### src/design/tcw_pkg.sv
`default_nettype none

package tcw_pkg;

   // per-corner axis offsets, bit k belongs to corner k
   // corner order by xyz offset: 000, 100, 010, 001, 110, 011, 101, 111
   localparam logic [7:0] CORNER_DX = 8'b1101_0010;
   localparam logic [7:0] CORNER_DY = 8'b1011_0100;
   localparam logic [7:0] CORNER_DZ = 8'b1110_1000;

   localparam int CORNER_BITS = 3;
   localparam logic [CORNER_BITS-1:0] FIRST_CORNER = 3'd0;
   localparam logic [CORNER_BITS-1:0] LAST_CORNER  = 3'd7;

   localparam int POS_BITS    = 32;
   localparam int COORD_BITS  = 17;
   localparam int WEIGHT_BITS = 17;

   typedef logic [CORNER_BITS-1:0] corner_type;
   typedef logic signed [COORD_BITS-1:0] coord_type;

endpackage

`default_nettype wire

### src/design/trilinear_corner_weights_unit.sv
`default_nettype none

// channel   | ports                                   | handshake
// ----------+-----------------------------------------+----------------------------------
// request   | req_pos_x, req_pos_y, req_pos_z         | beat taken when start && !busy
// response  | rsp_corner_index, rsp_corner_x/y/z,     | rsp_valid strobe, one beat per
//           | rsp_weight, rsp_last                    | cycle, receiver cannot stall
//
// each position yields eight response beats, one per cycle, and the next position can be
// taken in the cycle its last corner issues, while earlier corners are still in flight;
// the single response port and the corner sequencer set that pace. each corner passes
// stage 1, stage 2, stage 3 and the response register in turn. reset (synchronous,
// active high) drops the held position and all stage valid bits. the pipeline never
// stalls: the receiver cannot hold beats off, and busy only covers the corner sequencer.

module trilinear_corner_weights_unit #(
   parameter int FRAC_BITS = 16,
   parameter int INT_BITS  = 16
) (
   input  wire logic                                      clock,
   input  wire logic                                      reset,
   input  wire logic                                      start,
   output      logic                                      busy,
   input  wire logic signed [tcw_pkg::POS_BITS-1:0]       req_pos_x,
   input  wire logic signed [tcw_pkg::POS_BITS-1:0]       req_pos_y,
   input  wire logic signed [tcw_pkg::POS_BITS-1:0]       req_pos_z,
   output      logic                                      rsp_valid,
   output      tcw_pkg::corner_type                       rsp_corner_index,
   output      tcw_pkg::coord_type                        rsp_corner_x,
   output      tcw_pkg::coord_type                        rsp_corner_y,
   output      tcw_pkg::coord_type                        rsp_corner_z,
   output      logic [tcw_pkg::WEIGHT_BITS-1:0]           rsp_weight,
   output      logic                                      rsp_last
);

   // factor width: Q0.FRAC_BITS plus one bit so that exactly one fits
   localparam int FW  = FRAC_BITS + 1;
   localparam int PW  = 2 * FW;              // first product
   localparam int HW  = PW - FRAC_BITS;      // upper part of first product
   localparam int PHW = HW + FW;             // upper partial product
   localparam int PLW = FRAC_BITS + FW;      // lower partial product
   localparam int SW  = PHW + 1;             // final sum
   localparam int CB  = INT_BITS + 1;        // corner wrap width
   localparam int EW  = tcw_pkg::POS_BITS + 2;
   localparam logic [FW-1:0] ONE_Q = FW'(1) << FRAC_BITS;

   // per-axis factor: frac when offset is one, else one minus frac
   function automatic logic [FW-1:0] factor_of(input logic [tcw_pkg::POS_BITS-1:0] pos,
                                               input logic d);
      logic [FW-1:0] f;
      f = {1'b0, pos[FRAC_BITS-1:0]};
      return d ? f : (ONE_Q - f);
   endfunction

   // floor plus offset, wrapped to INT_BITS+1 bits, then cut to the field
   function automatic tcw_pkg::coord_type corner_of(
         input logic [tcw_pkg::POS_BITS-1:0] pos, input logic d);
      logic signed [EW-1:0] ext;
      logic signed [EW-1:0] flo;
      logic        [EW-1:0] sum;
      logic        [EW-1:0] wrapped;
      ext     = {{2{pos[tcw_pkg::POS_BITS-1]}}, pos};
      flo     = ext >>> FRAC_BITS;
      sum     = flo + {{(EW-1){1'b0}}, d};
      wrapped = {{(EW-CB){sum[CB-1]}}, sum[CB-1:0]};
      return wrapped[tcw_pkg::COORD_BITS-1:0];
   endfunction

   // corner sequencer: holds one position and walks its eight corners
   logic [tcw_pkg::POS_BITS-1:0] pos_x_ff, pos_y_ff, pos_z_ff;
   logic                         hold_valid_ff, hold_valid_in;
   tcw_pkg::corner_type          corner_ff, corner_in;
   logic                         accept;

   // can take the next position in the cycle the last corner issues
   assign busy   = hold_valid_ff && (corner_ff != tcw_pkg::LAST_CORNER);
   assign accept = start && !busy;

   always_comb begin
      hold_valid_in = hold_valid_ff;
      corner_in     = corner_ff;
      if (hold_valid_ff) begin
         corner_in = corner_ff + 3'd1;
         if (corner_ff == tcw_pkg::LAST_CORNER) begin
            hold_valid_in = 1'b0;
         end
      end
      if (accept) begin
         hold_valid_in = 1'b1;
         corner_in     = tcw_pkg::FIRST_CORNER;
      end
   end

   always_ff @(posedge clock) begin
      if (reset) begin
         hold_valid_ff <= 1'b0;
         corner_ff     <= tcw_pkg::FIRST_CORNER;
      end else begin
         hold_valid_ff <= hold_valid_in;
         corner_ff     <= corner_in;
      end
   end

   always_ff @(posedge clock) begin
      if (accept) begin
         pos_x_ff <= req_pos_x;
         pos_y_ff <= req_pos_y;
         pos_z_ff <= req_pos_z;
      end
   end

   // stage 1: split position, pick factors, form corner coordinates
   logic                 s1_valid_ff;
   logic [FW-1:0]        s1_wx_ff, s1_wy_ff, s1_wz_ff;
   tcw_pkg::coord_type   s1_cx_ff, s1_cy_ff, s1_cz_ff;
   tcw_pkg::corner_type  s1_idx_ff;

   // stage 2: first product wx * wy
   logic                 s2_valid_ff;
   logic [PW-1:0]        s2_ab_ff;
   logic [FW-1:0]        s2_wz_ff;
   tcw_pkg::coord_type   s2_cx_ff, s2_cy_ff, s2_cz_ff;
   tcw_pkg::corner_type  s2_idx_ff;

   // stage 3: upper and lower partial products with wz
   logic                 s3_valid_ff;
   logic [PHW-1:0]       s3_phi_ff;
   logic [PLW-1:0]       s3_plo_ff;
   tcw_pkg::coord_type   s3_cx_ff, s3_cy_ff, s3_cz_ff;
   tcw_pkg::corner_type  s3_idx_ff;

   logic dx, dy, dz;
   assign dx = tcw_pkg::CORNER_DX[corner_ff];
   assign dy = tcw_pkg::CORNER_DY[corner_ff];
   assign dz = tcw_pkg::CORNER_DZ[corner_ff];

   logic [HW-1:0]        ab_hi;
   logic [FRAC_BITS-1:0] ab_lo;
   assign ab_hi = s2_ab_ff[PW-1:FRAC_BITS];
   assign ab_lo = s2_ab_ff[FRAC_BITS-1:0];

   // stage 4: exact floor of the triple product, hi*c plus carried lower part
   logic [SW-1:0] w_sum;
   logic [SW-1:0] w_shift;
   logic [63:0]   w_full;
   assign w_sum   = SW'(s3_phi_ff) + SW'(s3_plo_ff >> FRAC_BITS);
   assign w_shift = w_sum >> FRAC_BITS;
   assign w_full  = 64'(w_shift);

   always_ff @(posedge clock) begin
      if (reset) begin
         s1_valid_ff <= 1'b0;
         s2_valid_ff <= 1'b0;
         s3_valid_ff <= 1'b0;
         rsp_valid   <= 1'b0;
      end else begin
         s1_valid_ff <= hold_valid_ff;
         s2_valid_ff <= s1_valid_ff;
         s3_valid_ff <= s2_valid_ff;
         rsp_valid   <= s3_valid_ff;
      end
   end

   always_ff @(posedge clock) begin
      s1_wx_ff  <= factor_of(pos_x_ff, dx);
      s1_wy_ff  <= factor_of(pos_y_ff, dy);
      s1_wz_ff  <= factor_of(pos_z_ff, dz);
      s1_cx_ff  <= corner_of(pos_x_ff, dx);
      s1_cy_ff  <= corner_of(pos_y_ff, dy);
      s1_cz_ff  <= corner_of(pos_z_ff, dz);
      s1_idx_ff <= corner_ff;

      s2_ab_ff  <= PW'(s1_wx_ff) * PW'(s1_wy_ff);
      s2_wz_ff  <= s1_wz_ff;
      s2_cx_ff  <= s1_cx_ff;
      s2_cy_ff  <= s1_cy_ff;
      s2_cz_ff  <= s1_cz_ff;
      s2_idx_ff <= s1_idx_ff;

      s3_phi_ff <= PHW'(ab_hi) * PHW'(s2_wz_ff);
      s3_plo_ff <= PLW'(ab_lo) * PLW'(s2_wz_ff);
      s3_cx_ff  <= s2_cx_ff;
      s3_cy_ff  <= s2_cy_ff;
      s3_cz_ff  <= s2_cz_ff;
      s3_idx_ff <= s2_idx_ff;

      // response register drives the ports directly
      rsp_weight       <= w_full[tcw_pkg::WEIGHT_BITS-1:0];
      rsp_corner_x     <= s3_cx_ff;
      rsp_corner_y     <= s3_cy_ff;
      rsp_corner_z     <= s3_cz_ff;
      rsp_corner_index <= s3_idx_ff;
      rsp_last         <= (s3_idx_ff == tcw_pkg::LAST_CORNER);
   end

endmodule

`default_nettype wire

### config.mk
export PLATFORM = sky130hd
export DESIGN_NAME = trilinear_corner_weights_unit
export DESIGN_NICKNAME = d
export VERILOG_FILES = /design/src/design/tcw_pkg.sv /design/src/design/trilinear_corner_weights_unit.sv
export SDC_FILE = /design/constraint.sdc
export NUM_CORES = 2
export LEC_CHECK = 0
export BUFFER_PORTS_ARGS = -buffer_cell sky130_fd_sc_hd__buf_4
export CORE_AREA = 2 2 408 410
export CTS_CLUSTER_SIZE = 14
export DETAILED_ROUTE_END_ITERATION = 12
export DIE_AREA = 0 0 410 412
export GPL_ROUTABILITY_DRIVEN = 1
export SYNTH_ARGS = -nofsm -noshare
export SYNTH_HDL_FRONTEND = slang
export SYNTH_SLANG_ARGS = --single-unit
export TNS_END_PERCENT = 30
### constraint.sdc
create_clock -name clock -period 18.7 [get_ports clock]
set_clock_uncertainty 0.1 [all_clocks]
set_input_delay 0.935 -clock clock [delete_from_list [all_inputs] [get_ports clock]]
set_output_delay 0.935 -clock clock [all_outputs]
set_load 0.02 [all_outputs]
# After elaboration in Yosys (flattened, before gate mapping)
# Memories as Yosys holds them, arrays and structs flattened. A register that Yosys moved wholly into a read port is not among the register bits.
# Cells that the tools add are included.
# totals
reg_bits,506
romBits,24
input_bits,99
out_inout_bits,74
elab_cells,74
n_memories,3
# op_classes
addsub,8
n_mul,3
order_cmp,1
eq_ne,3
muxes,15
n_reduce_logical,4
# mem_list
memory,words,width,read_ports,rd_clocked_by_memory_dff,write_ports,line,source
(name not given),8,1,1,1,0,trilinear_corner_weights_unit.sv:135,assign dz = tcw_pkg::CORNER_DZ[corner_ff];
(name not given),8,1,1,1,0,trilinear_corner_weights_unit.sv:134,assign dy = tcw_pkg::CORNER_DY[corner_ff];
(name not given),8,1,1,1,0,trilinear_corner_weights_unit.sv:133,assign dx = tcw_pkg::CORNER_DX[corner_ff];
# op_table
operator,n
adder 16 x 2 -> 17 bit,3
"subtractor 17 x 16 -> 17 bit, first input constant",3
2-to-1 mux 16 bit,3
multiplier 17 x 17 -> 34 bit,1
adder 33 x 17 -> 33 bit,1
multiplier 16 x 17 -> 33 bit,1
multiplier 18 x 17 -> 33 bit,1
2-to-1 mux 3 bit,6
"equality test 3 bit, second input constant",2
2-to-1 mux 1 bit,6
"less-than comparator 3 x 4 -> 1 bit, second input constant",1
"adder 3 x 1 -> 3 bit, second input constant",1
"!= test 3 bit, second input constant",1
logical AND 1 bit,2
OR reduction 2 bit,1
logical NOT 1 bit,1

# Longest topological paths before layout
# logic_depth
depth_word,6
mapped_depth,24
mapped_depth_nobuf,23

# Worst setup path before layout
# No wires, ideal clock.
# synth_timing
kind,register to register
from,register s1_wy_ff[8]
to,register s2_ab_ff[32]
arrival_time_ns,5.953
required_ns,18.482
slack_ns,12.529
stages_incl_launch_ff,25
n_path_buf,2
cell_sequence,dfxtp_1 -> clkbuf_1 -> clkbuf_1 -> nand2_1 -> fa_1 -> inv_1 -> fa_1 -> inv_1 -> fa_1 -> inv_1 -> fa_1 -> fa_1 -> inv_1 -> fa_1 -> inv_1 -> ha_1 -> o21a_1 -> o21a_1 -> a311oi_2 -> a31oi_1 -> o41ai_2 -> o22ai_1 -> o21a_1 -> a221o_1 -> xnor2_1
# synth_between
elab_chain_cells,1
# synth_rtl
item,line,source
start: declaration,trilinear_corner_weights_unit.sv:114,"logic [FW-1:0] s1_wx_ff, s1_wy_ff, s1_wz_ff;"
start signal: assignment,trilinear_corner_weights_unit.sv:166,"s1_wy_ff <= factor_of(pos_y_ff, dy);"
multiplier 17 x 17 -> 34 bit,trilinear_corner_weights_unit.sv:173,s2_ab_ff <= PW'(s1_wx_ff) * PW'(s1_wy_ff);
end signal: assignment,trilinear_corner_weights_unit.sv:173,
end: declaration,trilinear_corner_weights_unit.sv:120,logic [PW-1:0] s2_ab_ff;
# No other way between the ends.
# A chain may end at the register's enable or synchronous reset.

# Worst setup path in the final report
# Same ends and word-level chain as after synthesis.

==> Implementation_results.wiki <==
{| class="wikitable"
! Metric !! Value
|-
| Seq/Total Area, Yosys || 0.264
|-
| Number of cell rows || about 150
|-
| Average size of a mapped cell || ~10 um2
|-
| EDFF count, synth || 96
|-
| Share of cells above drive strength 1 || 0.0768
|-
| Dpl hpwl || 70,600 um
|-
| Post-synthesis instance area || about 0.041 mm2
|-
| Total Nets Final || between 5,000 and 6,000
|-
| Final Hold Fails || 0
|-
| Part of the cycle the worst path needs || 0.357
|-
| Kind of cell with the highest combined delay on the critical path || adder cells
|-
| Vias per cell || ~4.1
|-
| Initial Utilization || 0.249
|-
| Count of input and output buffers || between 150 and 200
|-
| Die X || ~410 um
|-
| Vias in the first global route || around 29,000
|-
| Clock edge transition at the registers on the reported setup and hold paths || about 70 ps
|-
| Setup Buffers After CTS || 0
|-
| Count of routing violations after the opening detailed-route iteration || 1,349
|-
| Worst slew margin relative to its limit || 0.364
|-
| Residual antenna-violating net count after detailed routing || 0
|-
| Type of the worst min-delay path || reg2reg
|-
| Synth Instances || roughly 4,000
|-
| Final design utilization || 0.284
|-
| Total number of vias || around 27,000
|-
| Worst Path Buf+Inv || 5
|-
| Number of inserted diodes || 0
|-
| Area growth syn-to-layout || 14.0%
|-
| Post-synth top flop || dfxtp_1
|-
| Drt drc || 0
|-
| Slew at the pin closest to its max-slew limit || around 940 ps
|-
| Most repeated cell in the gate-level netlist after synthesis || inv_1
|-
| Number of endpoints failing setup at the final stage || 0
|-
| Data required time of the critical path || ~19,000 ps
|-
| Leading cell types by count after synthesis || inv_1 (831), fa_1 (669), nand2_1 (543), dfxtp_1 (397), and2_1 (392)
|-
| Synthesis warning total || 0
|-
| Sum of routed wire length over all layers || approximately 93,000 um
|-
| Maximum frequency from static timing analysis || roughly 150 MHz
|-
| Startpoint type of the worst setup path || flip-flop
|-
| Sequence of cells on the critical path || nand2_1, fa_1, inv_1, fa_1, inv_1, fa_1, inv_1, fa_1, fa_1, inv_1, fa_1, inv_1, ha_1, o21a_1, o21a_1, a311oi_2, a31oi_1, o41ai_2, o22ai_1, o21a_1, a221o_1, xnor2_1
|-
| CTS root buf || clkbuf_16
|-
| Nets in the synthesized netlist || around 5,200
|-
| Clock buffer count from CTS || between 50 and 60
|-
| # Max-Cap Violations || 0
|-
| Arrival time reported for the critical path endpoint || roughly 7000 ps
|-
| Final slew viol count || 0
|-
| Post-synthesis register bit count || between 400 and 500
|-
| Core area || roughly 0.16 mm2
|-
| Clock tree from TritonCTS || yes
|-
| 1st-pass router iterations || 5
|-
| Pin count of the biggest net entering global routing || 50
|-
| Average wire per cell in the routed design || 14.4 um
|-
| Setup repair after global routing missed its margin || no
|-
| WS Path Type || reg2reg
|-
| Status || finished, final reports clean
|-
| Launching element of the worst setup path || s1_wy_ff[8]
|-
| Most area-consuming cells after synthesis || fa_1 (33%), dfxtp_1 (19%), ha_1 (10%)
|-
| Capturing element type of the critical path || flip-flop
|-
| Skew-Pair Late Insertion Delay || 650 ps
|-
| Startpoint of the lowest-slack hold path || s3_cx_ff[1]
|-
| Routability-driven placement congestion ratio || between 0.8 and 0.9
|-
| CTS resizes || 0
|-
| Final critical-path required period || 6680 ps
|-
| Crit Path Max Fanout || 17
|-
| Congestion Overflow GR || 0
|-
| Critical path's largest stage delay || 840 ps
|-
| Setup TNS || 0 ps
|-
| Cell taking the most area after synthesis || fa_1
|-
| Post-synth ARST share || 0
|-
| Total die area || approximately 0.17 mm2
|-
| Overall track demand over capacity in global routing || 0.112
|-
| Number of buffers on the longest clock path || 3
|-
| Num ports || around 170
|-
| Number of antenna violations at the first check in global routing || 3
|-
| Library cell contributing the largest single delay on the critical path || dfxtp_1
|-
| Most frequent cell on the critical path || fa_1
|-
| Number of library cell types mapped by synthesis || 68
|-
| Worst R2R Start || s1_wy_ff[8]
|-
| Share of the synthesized area in the top cell type || 0.327
|-
| TritonCTS sink count || between 400 and 500
|-
| H-tree depth || 2
|-
| CTS Hold Buffers Added || 0
|-
| Die boundary height || a little over 400 um
|-
| Wire length of the first global-routing pass || between 150,000 and 200,000 um
|}
[layout by cell type, fill, tap and decap left out, types with 11 or more instances in the layout]
| cell | instances |
|---|---|
| ha_1 | 335 |
| inv_1 | 831 |
| edfxtp_1 | 96 |
| xnor2_1 | 103 |
| buf_4 | 200 |
| nand4_1 | 15 |
| a21o_1 | 26 |
| clkbuf_1 | 12 |
| nand3_1 | 35 |
| nand2_1 | 543 |
| a21oi_1 | 83 |
| nor3_1 | 23 |
| and2_1 | 392 |
| nor2b_1 | 16 |
| o21a_1 | 19 |
| clkbuf_8 | 11 |
| fa_1 | 669 |
| xor2_1 | 74 |
| nor2_1 | 102 |
| dfxtp_1 | 396 |
| o21ai_0 | 38 |
| clkbuf_16 | 58 |
[layer usage]
| metal | part of all wire | up-vias | GRT usage |
|---|---|---|---|
| li1 | - | 12500 | - |
| met5 | 0.00012 | - | 0 |
| met3 | 0.056 | 156 | 0.0185 |
| met4 | 0.027 | 2 | 0.0351 |
| met2 | 0.46 | 687 | 0.186 |
| met1 | 0.45 | 13300 | 0.149 |
[registers in the layout (all words and copies together) (netlist names), 32 cells and up]
signal / count
pos_x_ff: 32
pos_y_ff: 32
pos_z_ff: 32
s2_ab_ff: 34
s3_phi_ff: 33
[cells by family (layout without fill, tap and decap cells)]
family	count (synthesis)	count (layout)	synth area share
AO/OA/AOI/OAI	237	237	0.0390
XOR/XNOR	177	177	0.0378
adder cells (fa/ha/maj)	1005	1005	0.429
buffers and inverters	964	1136	0.0883
flip-flops	493	493	0.264
multiplexers	5	5	0.00131
AND/OR/NAND/NOR	1177	1177	0.140
[area by class of cell]
class / count / area, um2
well taps: 2189 / 2740
flip-flops and latches: 493 / 10800
inverters: 831 / 3120
fillers: 17000 / 118000
clock inverters: 24 / 325
repair buffers: 200 / 1500
multi-input cells: 2601 / 26500
clock buffers: 81 / 1650
[stage by stage]
step / cell area, um2 / setup WS, ps / hold WS [ps] / std cells
5_1_grt: 46700 / 11660 / 224 / 6419
3_5_place_dp: 44700 / 12050 / 212 / 6314
2_1_floorplan: 41000 / 12530 / 210 / 4058
6_report: 46700 / 12020 / 220 / 6419
3_3_place_gp: 44700 / 12100 / 210 / 6314
4_1_cts: 46700 / 12050 / 219 / 6419
[worst register-to-register path, delay by kind of cell (launching register included)]
| family | cells | cell delay, ps |
|---|---|---|
| flip-flops | 1 | 840 |
| adder cells (fa/ha/maj) | 7 | 3360 |
| AO/OA/AOI/OAI | 8 | 1710 |
| buffers and inverters | 5 | 250 |
| AND/OR/NAND/NOR | 1 | 180 |
| XOR/XNOR | 1 | 130 |
[final timing paths]
check / to / slack [ps] / cells past startpoint
worst max register to register: s2_ab_ff[32] / 12020 / 22
worst min register to register: rsp_corner_x[1] / 220 / 0
worst min-delay path: rsp_corner_x[1] / 220 / 0
worst max-delay path: s2_ab_ff[32] / 12020 / 22
Power is left out: the tool's default activity adds up to more than one toggle a clock period on the data nets, which glitch-free logic cannot reach.
